<file path="config.mk">
export PLATFORM = sky130hd
export DESIGN_NAME = serial_camera_capture_sequencer_unit
export DESIGN_NICKNAME = d
export VERILOG_FILES = /design/src/rtl/scc_pkg.sv /design/src/rtl/scc_front.sv /design/src/rtl/scc_jobq.sv /design/src/rtl/scc_back.sv /design/src/rtl/serial_camera_capture_sequencer_unit.sv
export SDC_FILE = /design/constraint.sdc
export NUM_CORES = 1
export LEC_CHECK = 0
export BUFFER_PORTS_ARGS = -buffer_cell sky130_fd_sc_hd__clkbuf_2
export CORE_UTILIZATION = 45
export CTS_CLUSTER_SIZE = 12
export DETAILED_ROUTE_END_ITERATION = 16
export PLACE_DENSITY = 0.57
export RECOVER_POWER = 100
export SLEW_MARGIN = 15
export SYNTH_ARGS = -nofsm -noshare
export SYNTH_HDL_FRONTEND = slang
export SYNTH_SLANG_ARGS = --single-unit
</file>
<file path="constraint.sdc">
create_clock -name clk -period 9.1 [get_ports clk]
set_input_delay 1.82 -clock clk [delete_from_list [all_inputs] [get_ports clk]]
set_output_delay 1.82 -clock clk [all_outputs]
set_load 0.02 [all_outputs]
</file>
<file path="src/rtl/scc_pkg.sv">
package scc_pkg;

	// Default depth of the queue between front and back.
	localparam int unsigned JobDepthDef = 4;

	// Number of size reply bytes counted before the image read goes out.
	localparam logic [3:0] SizeReplyLen = 4'd9;

	// Reset values of the configuration registers.
	localparam logic [3:0] IdleWaitRst = 4'd3;
	localparam logic [3:0] ShotWaitRst = 4'd5;

	// Configuration register indexes.
	localparam logic RegIdleWait = 1'b0;
	localparam logic RegShotWait = 1'b1;

	// Reply count saturation.
	localparam logic [3:0] CountMax = 4'd15;

	// Positions of the two length bytes in the size reply.
	localparam logic [3:0] SizeLenHiIdx = 4'd7;
	localparam logic [3:0] SizeLenLoIdx = 4'd8;

	// Marker bytes of the image stream.
	localparam logic [7:0] ByteSync = 8'hFF;
	localparam logic [7:0] ByteEnd  = 8'hD9;
	localparam logic [7:0] ByteTail = 8'h76;

	// Command bytes.
	localparam logic [7:0] CmdLead   = 8'h56;
	localparam logic [7:0] CmdCtrl   = 8'h36;
	localparam logic [7:0] CmdLenQ   = 8'h34;
	localparam logic [7:0] CmdRead   = 8'h32;
	localparam logic [7:0] CmdOne    = 8'h01;
	localparam logic [7:0] CmdResume = 8'h03;
	localparam logic [7:0] CmdRdLen  = 8'h0C;
	localparam logic [7:0] CmdRdTail = 8'h0A;

	typedef enum logic [2:0] {
		JobFwd    = 3'd0,
		JobResume = 3'd1,
		JobShot   = 3'd2,
		JobSize   = 3'd3,
		JobRead   = 3'd4
	} job_kind_t;

	// One unit of work handed from the front to the back.
	typedef struct packed {
		job_kind_t  kind;
		logic [7:0] data;
		logic [7:0] len_hi;
		logic [7:0] len_lo;
	} job_t;

	function automatic logic [3:0] job_last_idx(input job_kind_t kind);
		logic [3:0] r;
		case (kind)
			JobFwd:  r = 4'd0;
			JobRead: r = 4'd15;
			default: r = 4'd4;
		endcase
		return r;
	endfunction

	function automatic logic [7:0] job_byte(input job_t j, input logic [3:0] idx);
		logic [7:0] r;
		r = 8'h00;
		case (j.kind)
			JobFwd: begin
				r = j.data;
			end
			JobResume, JobShot, JobSize: begin
				case (idx)
					4'd0: r = CmdLead;
					4'd2: r = (j.kind == JobSize) ? CmdLenQ : CmdCtrl;
					4'd3: r = CmdOne;
					4'd4: r = (j.kind == JobResume) ? CmdResume : 8'h00;
					default: r = 8'h00;
				endcase
			end
			JobRead: begin
				case (idx)
					4'd0: r = CmdLead;
					4'd2: r = CmdRead;
					4'd3: r = CmdRdLen;
					4'd5: r = CmdRdTail;
					4'd12: r = j.len_hi;
					4'd13: r = j.len_lo;
					4'd15: r = CmdRdTail;
					default: r = 8'h00;
				endcase
			end
			default: r = 8'h00;
		endcase
		return r;
	endfunction

endpackage

</file>
<file path="src/rtl/scc_front.sv">
module scc_front (
	input  logic              clk,
	input  logic              arst_n,
	input  logic              accept,
	input  logic              mode,
	input  logic [7:0]        rx_byte,
	input  logic              wr_en,
	input  logic              wr_index,
	input  logic [3:0]        wr_data,
	output logic              job_valid,
	output scc_pkg::job_t     job
);

	typedef enum logic [3:0] {
		PhNone = 4'b0001,
		PhIdle = 4'b0010,
		PhShot = 4'b0100,
		PhSize = 4'b1000
	} phase_t;

	phase_t     phase_q, phase_n;
	logic [3:0] idle_wait_q, shot_wait_q;
	logic [3:0] reply_cnt_q, reply_cnt_n;
	logic [3:0] size_idx_q, size_idx_n;
	// Only the two length bytes of the size reply are ever used.
	logic [7:0] len_hi_q, len_hi_n, len_lo_q, len_lo_n;
	logic       capturing_q, capturing_n;
	logic       reading_q, reading_n;
	logic       started_q, started_n;
	logic       saw_end_q, saw_end_n;

	always_comb begin
		phase_n     = phase_q;
		reply_cnt_n = reply_cnt_q;
		size_idx_n  = size_idx_q;
		len_hi_n    = len_hi_q;
		len_lo_n    = len_lo_q;
		capturing_n = capturing_q;
		reading_n   = reading_q;
		started_n   = started_q;
		saw_end_n   = saw_end_q;
		job_valid   = 1'b0;
		job.kind    = scc_pkg::JobFwd;
		job.data    = rx_byte;
		job.len_hi  = len_hi_q;
		job.len_lo  = len_lo_q;

		if (mode) begin
			phase_n     = PhIdle;
			reply_cnt_n = '0;
			size_idx_n  = '0;
			len_hi_n    = '0;
			len_lo_n    = '0;
			capturing_n = 1'b0;
			reading_n   = 1'b0;
			started_n   = 1'b0;
			job_valid   = 1'b1;
			job.kind    = scc_pkg::JobResume;
		end else begin
			if (phase_q != PhNone && reply_cnt_q != scc_pkg::CountMax) begin
				reply_cnt_n = reply_cnt_q + 4'd1;
			end
			if (capturing_q) begin
				if (size_idx_q == scc_pkg::SizeLenHiIdx) begin
					len_hi_n = rx_byte;
				end
				if (size_idx_q == scc_pkg::SizeLenLoIdx) begin
					len_lo_n = rx_byte;
				end
				if (size_idx_q != scc_pkg::CountMax) begin
					size_idx_n = size_idx_q + 4'd1;
				end
			end
			if (rx_byte == scc_pkg::ByteSync) begin
				started_n = 1'b1;
			end
			if (rx_byte == scc_pkg::ByteEnd) begin
				saw_end_n = 1'b1;
			end else if (rx_byte == scc_pkg::ByteTail && saw_end_q) begin
				started_n = 1'b0;
				saw_end_n = 1'b0;
				len_hi_n  = '0;
				len_lo_n  = '0;
			end else begin
				saw_end_n = 1'b0;
			end
			if (reading_q && started_n) begin
				job_valid = 1'b1;
				job.kind  = scc_pkg::JobFwd;
			end
			if (phase_q == PhIdle && reply_cnt_n >= idle_wait_q) begin
				phase_n     = PhShot;
				reply_cnt_n = '0;
				size_idx_n  = '0;
				job_valid   = 1'b1;
				job.kind    = scc_pkg::JobShot;
			end else if (phase_q == PhShot && reply_cnt_n >= shot_wait_q) begin
				phase_n     = PhSize;
				reply_cnt_n = '0;
				capturing_n = 1'b1;
				job_valid   = 1'b1;
				job.kind    = scc_pkg::JobSize;
			end else if (phase_q == PhSize && reply_cnt_n >= scc_pkg::SizeReplyLen) begin
				phase_n     = PhNone;
				reply_cnt_n = '0;
				capturing_n = 1'b0;
				reading_n   = 1'b1;
				started_n   = 1'b0;
				job_valid   = 1'b1;
				job.kind    = scc_pkg::JobRead;
			end
		end
		job.len_hi = len_hi_n;
		job.len_lo = len_lo_n;
	end

	always_ff @(posedge clk or negedge arst_n) begin
		if (!arst_n) begin
			idle_wait_q <= scc_pkg::IdleWaitRst;
			shot_wait_q <= scc_pkg::ShotWaitRst;
		end else if (wr_en) begin
			if (wr_index == scc_pkg::RegIdleWait) begin
				idle_wait_q <= wr_data;
			end
			if (wr_index == scc_pkg::RegShotWait) begin
				shot_wait_q <= wr_data;
			end
		end
	end

	always_ff @(posedge clk or negedge arst_n) begin
		if (!arst_n) begin
			phase_q     <= PhNone;
			reply_cnt_q <= '0;
			size_idx_q  <= '0;
			len_hi_q    <= '0;
			len_lo_q    <= '0;
			capturing_q <= 1'b0;
			reading_q   <= 1'b0;
			started_q   <= 1'b0;
			saw_end_q   <= 1'b0;
		end else if (accept) begin
			phase_q     <= phase_n;
			reply_cnt_q <= reply_cnt_n;
			size_idx_q  <= size_idx_n;
			len_hi_q    <= len_hi_n;
			len_lo_q    <= len_lo_n;
			capturing_q <= capturing_n;
			reading_q   <= reading_n;
			started_q   <= started_n;
			saw_end_q   <= saw_end_n;
		end
	end

endmodule

</file>
<file path="src/rtl/scc_jobq.sv">
module scc_jobq #(
	parameter int unsigned Depth = scc_pkg::JobDepthDef
) (
	input  logic          clk,
	input  logic          arst_n,
	input  logic          wr,
	input  scc_pkg::job_t din,
	output logic          full,
	input  logic          rd,
	output logic          valid,
	output scc_pkg::job_t dout
);

	localparam int unsigned PtrW = (Depth > 1) ? $clog2(Depth) : 1;
	localparam int unsigned CntW = $clog2(Depth + 1);

	scc_pkg::job_t   mem_q [Depth];
	logic [PtrW-1:0] wr_ptr_q, rd_ptr_q;
	logic [CntW-1:0] cnt_q;

	assign full  = (cnt_q == CntW'(Depth));
	assign valid = (cnt_q != '0);
	assign dout  = mem_q[rd_ptr_q];

	always_ff @(posedge clk) begin
		if (wr) begin
			mem_q[wr_ptr_q] <= din;
		end
	end

	always_ff @(posedge clk or negedge arst_n) begin
		if (!arst_n) begin
			wr_ptr_q <= '0;
			rd_ptr_q <= '0;
			cnt_q    <= '0;
		end else begin
			if (wr) begin
				wr_ptr_q <= (wr_ptr_q == PtrW'(Depth - 1)) ? '0 : wr_ptr_q + 1'b1;
			end
			if (rd) begin
				rd_ptr_q <= (rd_ptr_q == PtrW'(Depth - 1)) ? '0 : rd_ptr_q + 1'b1;
			end
			case ({wr, rd})
				2'b10:   cnt_q <= cnt_q + 1'b1;
				2'b01:   cnt_q <= cnt_q - 1'b1;
				default: cnt_q <= cnt_q;
			endcase
		end
	end

endmodule

</file>
<file path="src/rtl/scc_back.sv">
module scc_back (
	input  logic          clk,
	input  logic          arst_n,
	input  logic          job_valid,
	input  scc_pkg::job_t job,
	output logic          job_pop,
	input  logic          pop,
	output logic          empty,
	output logic          port,
	output logic [7:0]    tx_byte,
	output logic          last
);

	logic [3:0] idx_q;
	logic       out_valid_q;
	logic       port_q, last_q;
	logic [7:0] byte_q;
	logic       adv, is_last;

	// Emit a byte whenever a job is waiting and the output register is free or being drained.
	assign adv     = job_valid && (!out_valid_q || pop);
	assign is_last = (idx_q == scc_pkg::job_last_idx(job.kind));
	assign job_pop = adv && is_last;

	assign empty   = !out_valid_q;
	assign port    = port_q;
	assign tx_byte = byte_q;
	assign last    = last_q;

	always_ff @(posedge clk or negedge arst_n) begin
		if (!arst_n) begin
			idx_q       <= '0;
			out_valid_q <= 1'b0;
		end else if (adv) begin
			idx_q       <= is_last ? 4'd0 : idx_q + 4'd1;
			out_valid_q <= 1'b1;
		end else if (pop) begin
			out_valid_q <= 1'b0;
		end
	end

	always_ff @(posedge clk) begin
		if (adv) begin
			port_q <= (job.kind == scc_pkg::JobFwd);
			byte_q <= scc_pkg::job_byte(job, idx_q);
			last_q <= is_last;
		end
	end

endmodule

</file>
<file path="src/rtl/serial_camera_capture_sequencer_unit.sv">
// Serial camera capture sequencer. A restart item sends the resume command;
// camera reply bytes are counted to pace the shot command, the size query and
// the 16-byte image read, whose length bytes come from bytes 7 and 8 of the
// size reply. Once the read is out, camera bytes are forwarded to the host
// (port = 1) from the first 0xFF through the 0xD9 of the closing 0xD9 0x76
// pair. Each input item is turned into at most one job (a forwarded byte or
// a command) in a small job queue; the back end expands a job into its result
// bytes at one result per cycle while the output register is drained, so a
// resume, shot or size command expands into 5 result bytes and the image read
// into 16. Input is accepted every cycle while the job queue (JobDepth entries)
// has room; full rises when jobs outpace the result side. last marks the final
// result of each input item. There is no clearing pass after reset; the block
// is ready as soon as reset is released.
module serial_camera_capture_sequencer_unit #(
	parameter int unsigned JobDepth = scc_pkg::JobDepthDef
) (
	input  logic       clk,
	input  logic       arst_n,
	input  logic       push,
	output logic       full,
	input  logic       mode,
	input  logic [7:0] rx_byte,
	output logic       empty,
	input  logic       pop,
	output logic       port,
	output logic [7:0] tx_byte,
	output logic       last,
	input  logic       wr_en,
	input  logic       wr_index,
	input  logic [3:0] wr_data
);

	logic          accept;
	logic          fr_job_valid;
	scc_pkg::job_t fr_job;
	logic          jq_push, jq_valid, jq_pop;
	scc_pkg::job_t jq_job;

	// Transfer an item whenever push is high and the job queue has room.
	assign accept  = push && !full;
	// Drop items that cause no result; enqueue the rest.
	assign jq_push = accept && fr_job_valid;

	scc_front u_front (
		.clk       (clk),
		.arst_n    (arst_n),
		.accept    (accept),
		.mode      (mode),
		.rx_byte   (rx_byte),
		.wr_en     (wr_en),
		.wr_index  (wr_index),
		.wr_data   (wr_data),
		.job_valid (fr_job_valid),
		.job       (fr_job)
	);

	scc_jobq #(
		.Depth (JobDepth)
	) u_jobq (
		.clk    (clk),
		.arst_n (arst_n),
		.wr     (jq_push),
		.din    (fr_job),
		.full   (full),
		.rd     (jq_pop),
		.valid  (jq_valid),
		.dout   (jq_job)
	);

	scc_back u_back (
		.clk       (clk),
		.arst_n    (arst_n),
		.job_valid (jq_valid),
		.job       (jq_job),
		.job_pop   (jq_pop),
		.pop       (pop),
		.empty     (empty),
		.port      (port),
		.tx_byte   (tx_byte),
		.last      (last)
	);

	// Never retire a job that is not there.
	assert property (@(posedge clk) disable iff (!arst_n) jq_pop |-> jq_valid)
		else $error("job retired from empty queue");

	// A restart always leaves work behind for the result side.
	assert property (@(posedge clk) disable iff (!arst_n)
		(accept && mode) |=> (jq_valid || !empty))
		else $error("restart produced no pending result");

	// A forwarded byte is always the only result of its job.
	assert property (@(posedge clk) disable iff (!arst_n)
		(!empty && port) |-> last)
		else $error("forwarded byte without last");

endmodule
</file>
; ---- After elaboration in Yosys (flattened, before gate mapping)
; Memory sizes are Yosys's and may differ from the RTL's.
; Cells that the tools add are included.
[totals]
reg_bits = 62
ramBits = 108
inputBits = 19
out_inout_bits = 12
wordCells = 158
mem_count = 1
[classes]
n_addsub = 7
magnitude_cmp = 3
eq_ne = 30
mux = 64
bitwise_logic = 2
reduce_logical = 32
[mem_list]
columns = memory, words, word_bits, read_ports, rd_clocked_by_memory_dff, wr, line_no
row1 = u_jobq.mem_q, 4, 27, 1, 0, 1, scc_jobq.sv:17  ; scc_pkg::job_t mem_q [Depth];
[op_table]
columns = operator, count
row1 = $mux 8, 10
row2 = $mux 4, 15
row3 = $pmux 8 s6, 1
row4 = $pmux 8 s4, 1
row5 = $mux 1, 26
row6 = $pmux 8 s3, 1
row7 = $eq 4x4->1 const B, 5
row8 = $eq 4x3->1 const B, 4
row9 = $eq 8x8->1 const B, 2
row10 = $add 4x1->4 const B, 3
row11 = $eq 4x2->1 const B, 3
row12 = $mux 3, 4
row13 = $reduce_bool 3->1, 4
row14 = $logic_and 1x1->1, 10
row15 = $eq 8x7->1 const B, 1
row16 = $ge 4x4->1, 2
row17 = $mux 2, 4
row18 = $ne 4x4->1 const B, 2
row19 = $pmux 4 s2, 1
row20 = $reduce_and 2->1, 4
row21 = $eq 2x2->1 const B, 3
row22 = $eq 3x2->1 const B, 2
row23 = $eq 3x3->1 const B, 2
row24 = $pmux 3 s2, 1
row25 = other kinds (20), 27

; ---- Depth between registers and ports, before layout
[depth]
word_depth = 14
ltp_mapped = 17
mapped_depth_nobuf = 17

; ---- Modules after synthesis
; Synthesis repeated with hierarchy kept, for this count alone.
[hier_totals]
hier_cells = 543
area_unflattened_um2 = 7798.7
[by_module_without_submodules]
columns = mod, instances, cells_each, area_each_um2, seq_area_each_um2
row1 = scc_jobq, 1, 176, 4316.6, 3418.3
row2 = scc_front, 1, 252, 2411.1, 1007.2
row3 = scc_back, 1, 113, 1056.0, 425.4
row4 = serial_camera_capture_sequencer_unit, 1, 2, 15.0, 0.0

; ---- Worst setup path after synthesis
; No wires, ideal clock.
[synth_timing]
kind = input to register
from = input port rx_byte[0]
to = register u_jobq.cnt_q[1]
setup_ns = 0.125
arrival_ns = 3.872
t_required_ns = 8.975
setup_slack_ns = 5.104
path_stages = 9
path_buffers = 0
path_cell_list = nor4b_1 > a31oi_1 > nand2_1 > o21ai_0 > o41a_4 > inv_1 > ha_1 > fa_1 > mux2_2
[synth_between]
elab_chain_cells = 14
elab_cells_between_ends = 19
cone_classes = eq/ne (5) / mux (10) / reduce/logical (4)
[synth_lines]
columns = element, line_no
row1 = "start, declared", serial_camera_capture_sequencer_unit.sv:22  ; input logic [7:0] rx_byte,
row2 = $eq 8x8->1 / $eq 8x7->1 (equally long branches), "scc_front.sv:74, scc_front.sv:79"
row3 = $mux 1 / $logic_and 1x1->1 (equally long branches), "scc_front.sv:74, scc_front.sv:79"
row4 = $mux 1, scc_front.sv:79  ; end else if (rx_byte == scc_pkg::ByteTail && saw_end_q) begin
row5 = $mux 1 *, scc_front.sv:77  ; if (rx_byte == scc_pkg::ByteEnd) begin
row6 = $mux 1 *, scc_front.sv:48  ; if (mode) begin
row7 = $logic_and 1x1->1 *, scc_front.sv:87  ; if (reading_q && started_n) begin
row8 = $mux 1 *, scc_front.sv:87
row9 = $mux 1 *, scc_front.sv:103  ; end else if (phase_q == PhSize && reply_cnt_n >= scc_pkg::SizeReplyLen) begin
row10 = $mux 1 *, scc_front.sv:97  ; end else if (phase_q == PhShot && reply_cnt_n >= shot_wait_q) begin
row11 = $mux 1 *, scc_front.sv:91  ; if (phase_q == PhIdle && reply_cnt_n >= idle_wait_q) begin
row12 = $mux 1 *, scc_front.sv:48
row13 = $logic_and 1x1->1 *, serial_camera_capture_sequencer_unit.sv:42  ; assign jq_push = accept && fr_job_valid;
row14 = $eq 2x1->1 / $eq 2x2->1 (equally long branches), scc_jobq.sv:43  ; case ({wr, rd})
row15 = $pmux 3 s2 / $reduce_bool 2->1 (equally long branches), -
row16 = "end signal, assigned", scc_jobq.sv:44  ; 2'b10: cnt_q <= cnt_q + 1'b1;
row17 = "end signal, assigned", scc_jobq.sv:45  ; 2'b01: cnt_q <= cnt_q - 1'b1;
row18 = "end signal, assigned", scc_jobq.sv:46  ; default: cnt_q <= cnt_q;
row19 = "end, declared", scc_jobq.sv:19  ; logic [CntW-1:0] cnt_q;
; Mark *: on every way between the ends. The rest lies on a longest branch, timed or not. The select of a mux whose other input is x is not followed.
; A chain may end at the register's enable or synchronous reset.

; ---- Final worst setup path
[layout_timing]
from = register u_front.phase_q[0]
to = memory u_jobq.mem_q[1][10] (netlist name), enable pin
[layout_between]
elab_chain_cells = 13
elab_cells_between_ends = 20
cone_classes = order compare (3) / eq/ne (4) / mux (8) / reduce/logical (5)
[layout_lines]
columns = element, line_no
row1 = "start, declared", scc_front.sv:21  ; phase_t phase_q, phase_n;
row2 = "start signal, assigned", scc_front.sv:133  ; phase_q <= PhNone;
row3 = "start signal, assigned", scc_front.sv:143  ; phase_q <= phase_n;
row4 = $ne 4x1->1, scc_front.sv:60  ; if (phase_q != PhNone && reply_cnt_q != scc_pkg::CountMax) begin
row5 = $logic_and 1x1->1, scc_front.sv:60
row6 = $mux 4, scc_front.sv:60
row7 = $mux 4, scc_front.sv:48
row8 = $ge 4x4->1, scc_front.sv:103
row9 = $logic_and 1x1->1, scc_front.sv:103
row10 = $mux 1, scc_front.sv:103
row11 = $mux 1, scc_front.sv:97
row12 = $mux 1 *, scc_front.sv:91
row13 = $mux 1 *, scc_front.sv:48
row14 = $logic_and 1x1->1 *, serial_camera_capture_sequencer_unit.sv:42
row15 = $mux 1 *, scc_jobq.sv:26  ; if (wr) begin
row16 = $mux 1 (not written as such) *, scc_jobq.sv:27  ; mem_q[wr_ptr_q] <= din;
row17 = "end, declared", scc_jobq.sv:17
; Marks and branches as above.

==> impl_metrics.sql <==
INSERT INTO impl_metrics (metric_group, metric, value, unit) VALUES
('timing', 'fin_worst_skew', '0.01270', 'ns'),
('cells_and_area', 'final_layout_size_suffix_gt1_share', '14.88', '%'),
('worst_hold_path', 'worst_hold_startpoint', 'u_front.len_hi_q[0]$_DFFE_PN0P_', ''),
('floorplan', 'die_x', '132.4', 'um'),
('timing', 'period_needed', '5.822', 'ns'),
('synth', 'synth_area', '7651', 'um^2'),
('cells_and_area', 'layout_commonest_cell', 'edfxtp_1', ''),
('critical_path', 'r2r-start', 'u_front.phase_q[0]$_DFFE_PN1P_', ''),
('routing', 'routed-via-count', '4574', ''),
('global_route', 'maximum_number_of_pins_on_one_net_before_global_route_repair', '53', ''),
('synth', 'synth_simple_gate_area_share', '11.79', '%'),
('synth', 'post-synth-top-area-cell', 'edfxtp_1', ''),
('critical_path', 'register_to_register_setup_slack', '3.28', 'ns'),
('global_route', 'via_count_of_the_first_global_routing_pass', '4505', ''),
('critical_path', 'cpMaxStageDelayCell', 'and2_0', ''),
('pwr', 'totalPowerFinal', '2414', 'uW'),
('clocking', 'clk_transition_reported_paths', '0.06', 'ns'),
('placement', 'dp_hpwl', '10.00', 'mm'),
('clocking', 'h-tree-depth', '4', ''),
('timing', 'slew-limit-headroom', '-107.8', '%'),
('run_status', 'status', 'finished, violations left', ''),
('routing', 'drt_iter0_drc', '336', ''),
('cells_and_area', 'stdcell_area', '8463', 'um^2'),
('global_route', 'grtUsageMet2', '27.98', '%'),
('synth', 'post_synth_mux_area_share', '10.35', '%'),
('worst_hold_path', 'worstHoldPathCells', '2', ''),
('worst_hold_path', 'holdPathEnd', 'u_front.len_hi_q[0]$_DFFE_PN0P_', ''),
('run', 'timing.max_cap.violations', '7', ''),
('pwr', 'worst_ir_drop_vdd', '0.1627', 'mV'),
('placement', 'portBuffers', '30', ''),
('timing', 'grt_setup_unrepaired', 'false', ''),
('routing', 'viasPerCell', '5.544', ''),
('clocking', 'insertion_delay_of_the_later_clocked_pin_in_the_worst_skew_pair', '0.42', 'ns'),
('routing', 'wirelength', '15.27', 'mm'),
('floorplan', 'total_die_area', '17530', 'um^2'),
('critical_path', 'critical_path_buf_inv_count', '1', ''),
('clocking', 'cts_tree', 'built', ''),
('pwr', 'cellPowerDensity', '285.2', 'nW/um^2'),
('floorplan', 'start_util', '46.14', '%'),
('floorplan', 'fp-row-count', '47', ''),
('synth', 'ys_types', '60', ''),
('synth', 'synth.net_count', '601', ''),
('critical_path', 'critical-path-top-delay-family', 'simple AND/OR/NAND/NOR gates', ''),
('critical_path', 'timing.critical_path.required', '9.10', 'ns'),
('pwr', 'cell_internal_pwr', '1633', 'uW'),
('global_route', 'gr-usage-all-layers', '18.66', '%'),
('routing', 'first_pass_iters', '4', ''),
('synth', 'synthXorXnorAreaFrac', '0.5724', '%'),
('floorplan', 'fp.coreArea', '16580', 'um^2'),
('synth', 'synth.yosys.warnings', '0', ''),
('routing', 'avgRoutedWirePerCell', '18.51', 'um'),
('timing', 'period_share', '63.98', '%'),
('timing', 'clock.fmax', '171.7', 'MHz'),
('timing', 'timing.final.max_slew_violations', '196', ''),
('global_route', 'grt-ovfl-total', '0', ''),
('critical_path', 'critical_path.max_fanout', '27', ''),
('routing', 'remaining_drc_errors', '0', ''),
('synth', 'synthAdderAreaFrac', '3.042', '%'),
('pwr', 'switching_share', '32.36', '%'),
('clocking', 'root_buffer', 'clkbuf_16', ''),
('global_route', 'groute.layer.met1.usage', '27.13', '%'),
('synth', 'syn-instance-count', '564', ''),
('timing', 'setup-tns-final', '0', 'ns'),
('synth', 'synth-compound-area-share', '8.585', '%'),
('run_status', 'failed_checks', 'capacitance limit, slew limit', ''),
('clocking', 'clk_path_buf_depth', '2', ''),
('pwr', 'power.leakage', '0.003063', 'uW'),
('cells_and_area', 'fin_util', '51.03', '%'),
('global_route', 'grt_first_pass_wirelength', '24.63', 'mm'),
('global_route', 'antenna_found_initial', '0', ''),
('synth', 'synth-main-ff-cell', 'edfxtp_1', '');
## state kept, by name (all words and copies together) (netlist names), 3 cells and up
name,cells
u_jobq.mem_q,108
u_back.tx_byte,8
u_front.len_hi_q,8
u_front.len_lo_q,8
u_back.idx_q,4
u_front.idle_wait_q,4
u_front.phase_q,4
u_front.reply_cnt_q,4
u_front.shot_wait_q,4
u_front.size_idx_q,4
u_jobq.cnt_q,3
## kinds of logic after synthesis
logic type               count (synthesis)
buffers and inverters                   43
adder cells (fa/ha/maj)                 18
XOR/XNOR                                 5
flip-flops                             170
multiplexers                            43
AND/OR/NAND/NOR                        186
AO/OA/AOI/OAI                           99
## Yosys cell counts, types with 5 or more instances
| master | count |
|---|---|
| a21oi_1 | 35 |
| a31oi_1 | 6 |
| buf_1 | 5 |
| clkbuf_1 | 17 |
| dfrtp_1 | 47 |
| dfstp_2 | 5 |
| edfxtp_1 | 118 |
| ha_1 | 17 |
| inv_1 | 17 |
| mux2_2 | 11 |
| mux4_2 | 27 |
| nand2_1 | 107 |
| nand2b_1 | 7 |
| nand3_1 | 8 |
| nor2_1 | 16 |
| nor2b_1 | 6 |
| nor3_1 | 7 |
| o21ai_0 | 24 |
## tightest hold or removal path: cells and delay by family (launching register included)
family / cells / cell delay, ns
flip-flops: 1 / 0.34
AND/OR/NAND/NOR: 2 / 0.11
## stage by stage
| step | worst slack, ns | instances | hold slack [ns] |
|---|---|---|---|
| after global routing | 2.725 | 825 | 0.4957 |
| after detailed placement | 4.643 | 794 | 0.4626 |
| after floorplan | 5.104 | 564 | 0.4458 |
| after CTS | 4.671 | 825 | 0.4796 |
| final | 3.278 | 825 | 0.4761 |
| after global placement | 4.728 | 794 | 0.4573 |
## worst max path at each step
stage / from / end / cells past startpoint
2_1_floorplan: rx_byte[0] / u_jobq.cnt_q[1]$_DFFE_PN0P_ / 9
3_3_place_gp: rx_byte[0] / u_jobq.cnt_q[1]$_DFFE_PN0P_ / 10
3_5_place_dp: rx_byte[0] / u_jobq.cnt_q[1]$_DFFE_PN0P_ / 10
4_1_cts: u_front.phase_q[0]$_DFFE_PN1P_ / u_jobq.cnt_q[2]$_DFFE_PN0P_ / 16
5_1_grt: u_front.phase_q[0]$_DFFE_PN1P_ / u_jobq.mem_q[1][5]$_DFFE_PP_ / 11
6_report: u_front.phase_q[0]$_DFFE_PN1P_ / u_jobq.mem_q[1][10]$_DFFE_PP_ / 11
## metal layers
| layer | up-vias | routed length (um) | share of wire (%) |
|---|---|---|---|
| met3 | 13 | 615 | 4.0 |
| met2 | 94 | 6862 | 45 |
| met5 | - | 0 | 0 |
| met4 | 0 | 154 | 1.0 |
| li1 | 2165 | - | - |
| met1 | 2302 | 7640 | 50 |
## final cells by class
class	count	area, um^2
repair buffers	36	151.4
multi-input cells	351	2587
well taps	220	275.3
flip-flops and latches	170	4851
fillers	1422	8120
clock inverters	13	105.1
inverters	17	63.81
clock buffers	18	429.2
## power groups by stage
stage	clock (uW)	sequential, uW	combinational [uW]
after global routing	705	1120	739
after CTS	670	1100	696
after detailed placement	0	1110	693
after floorplan	0	1070	533
final	656	1090	665
after global placement	0	1110	683
(Power assumes the default switching activity.)
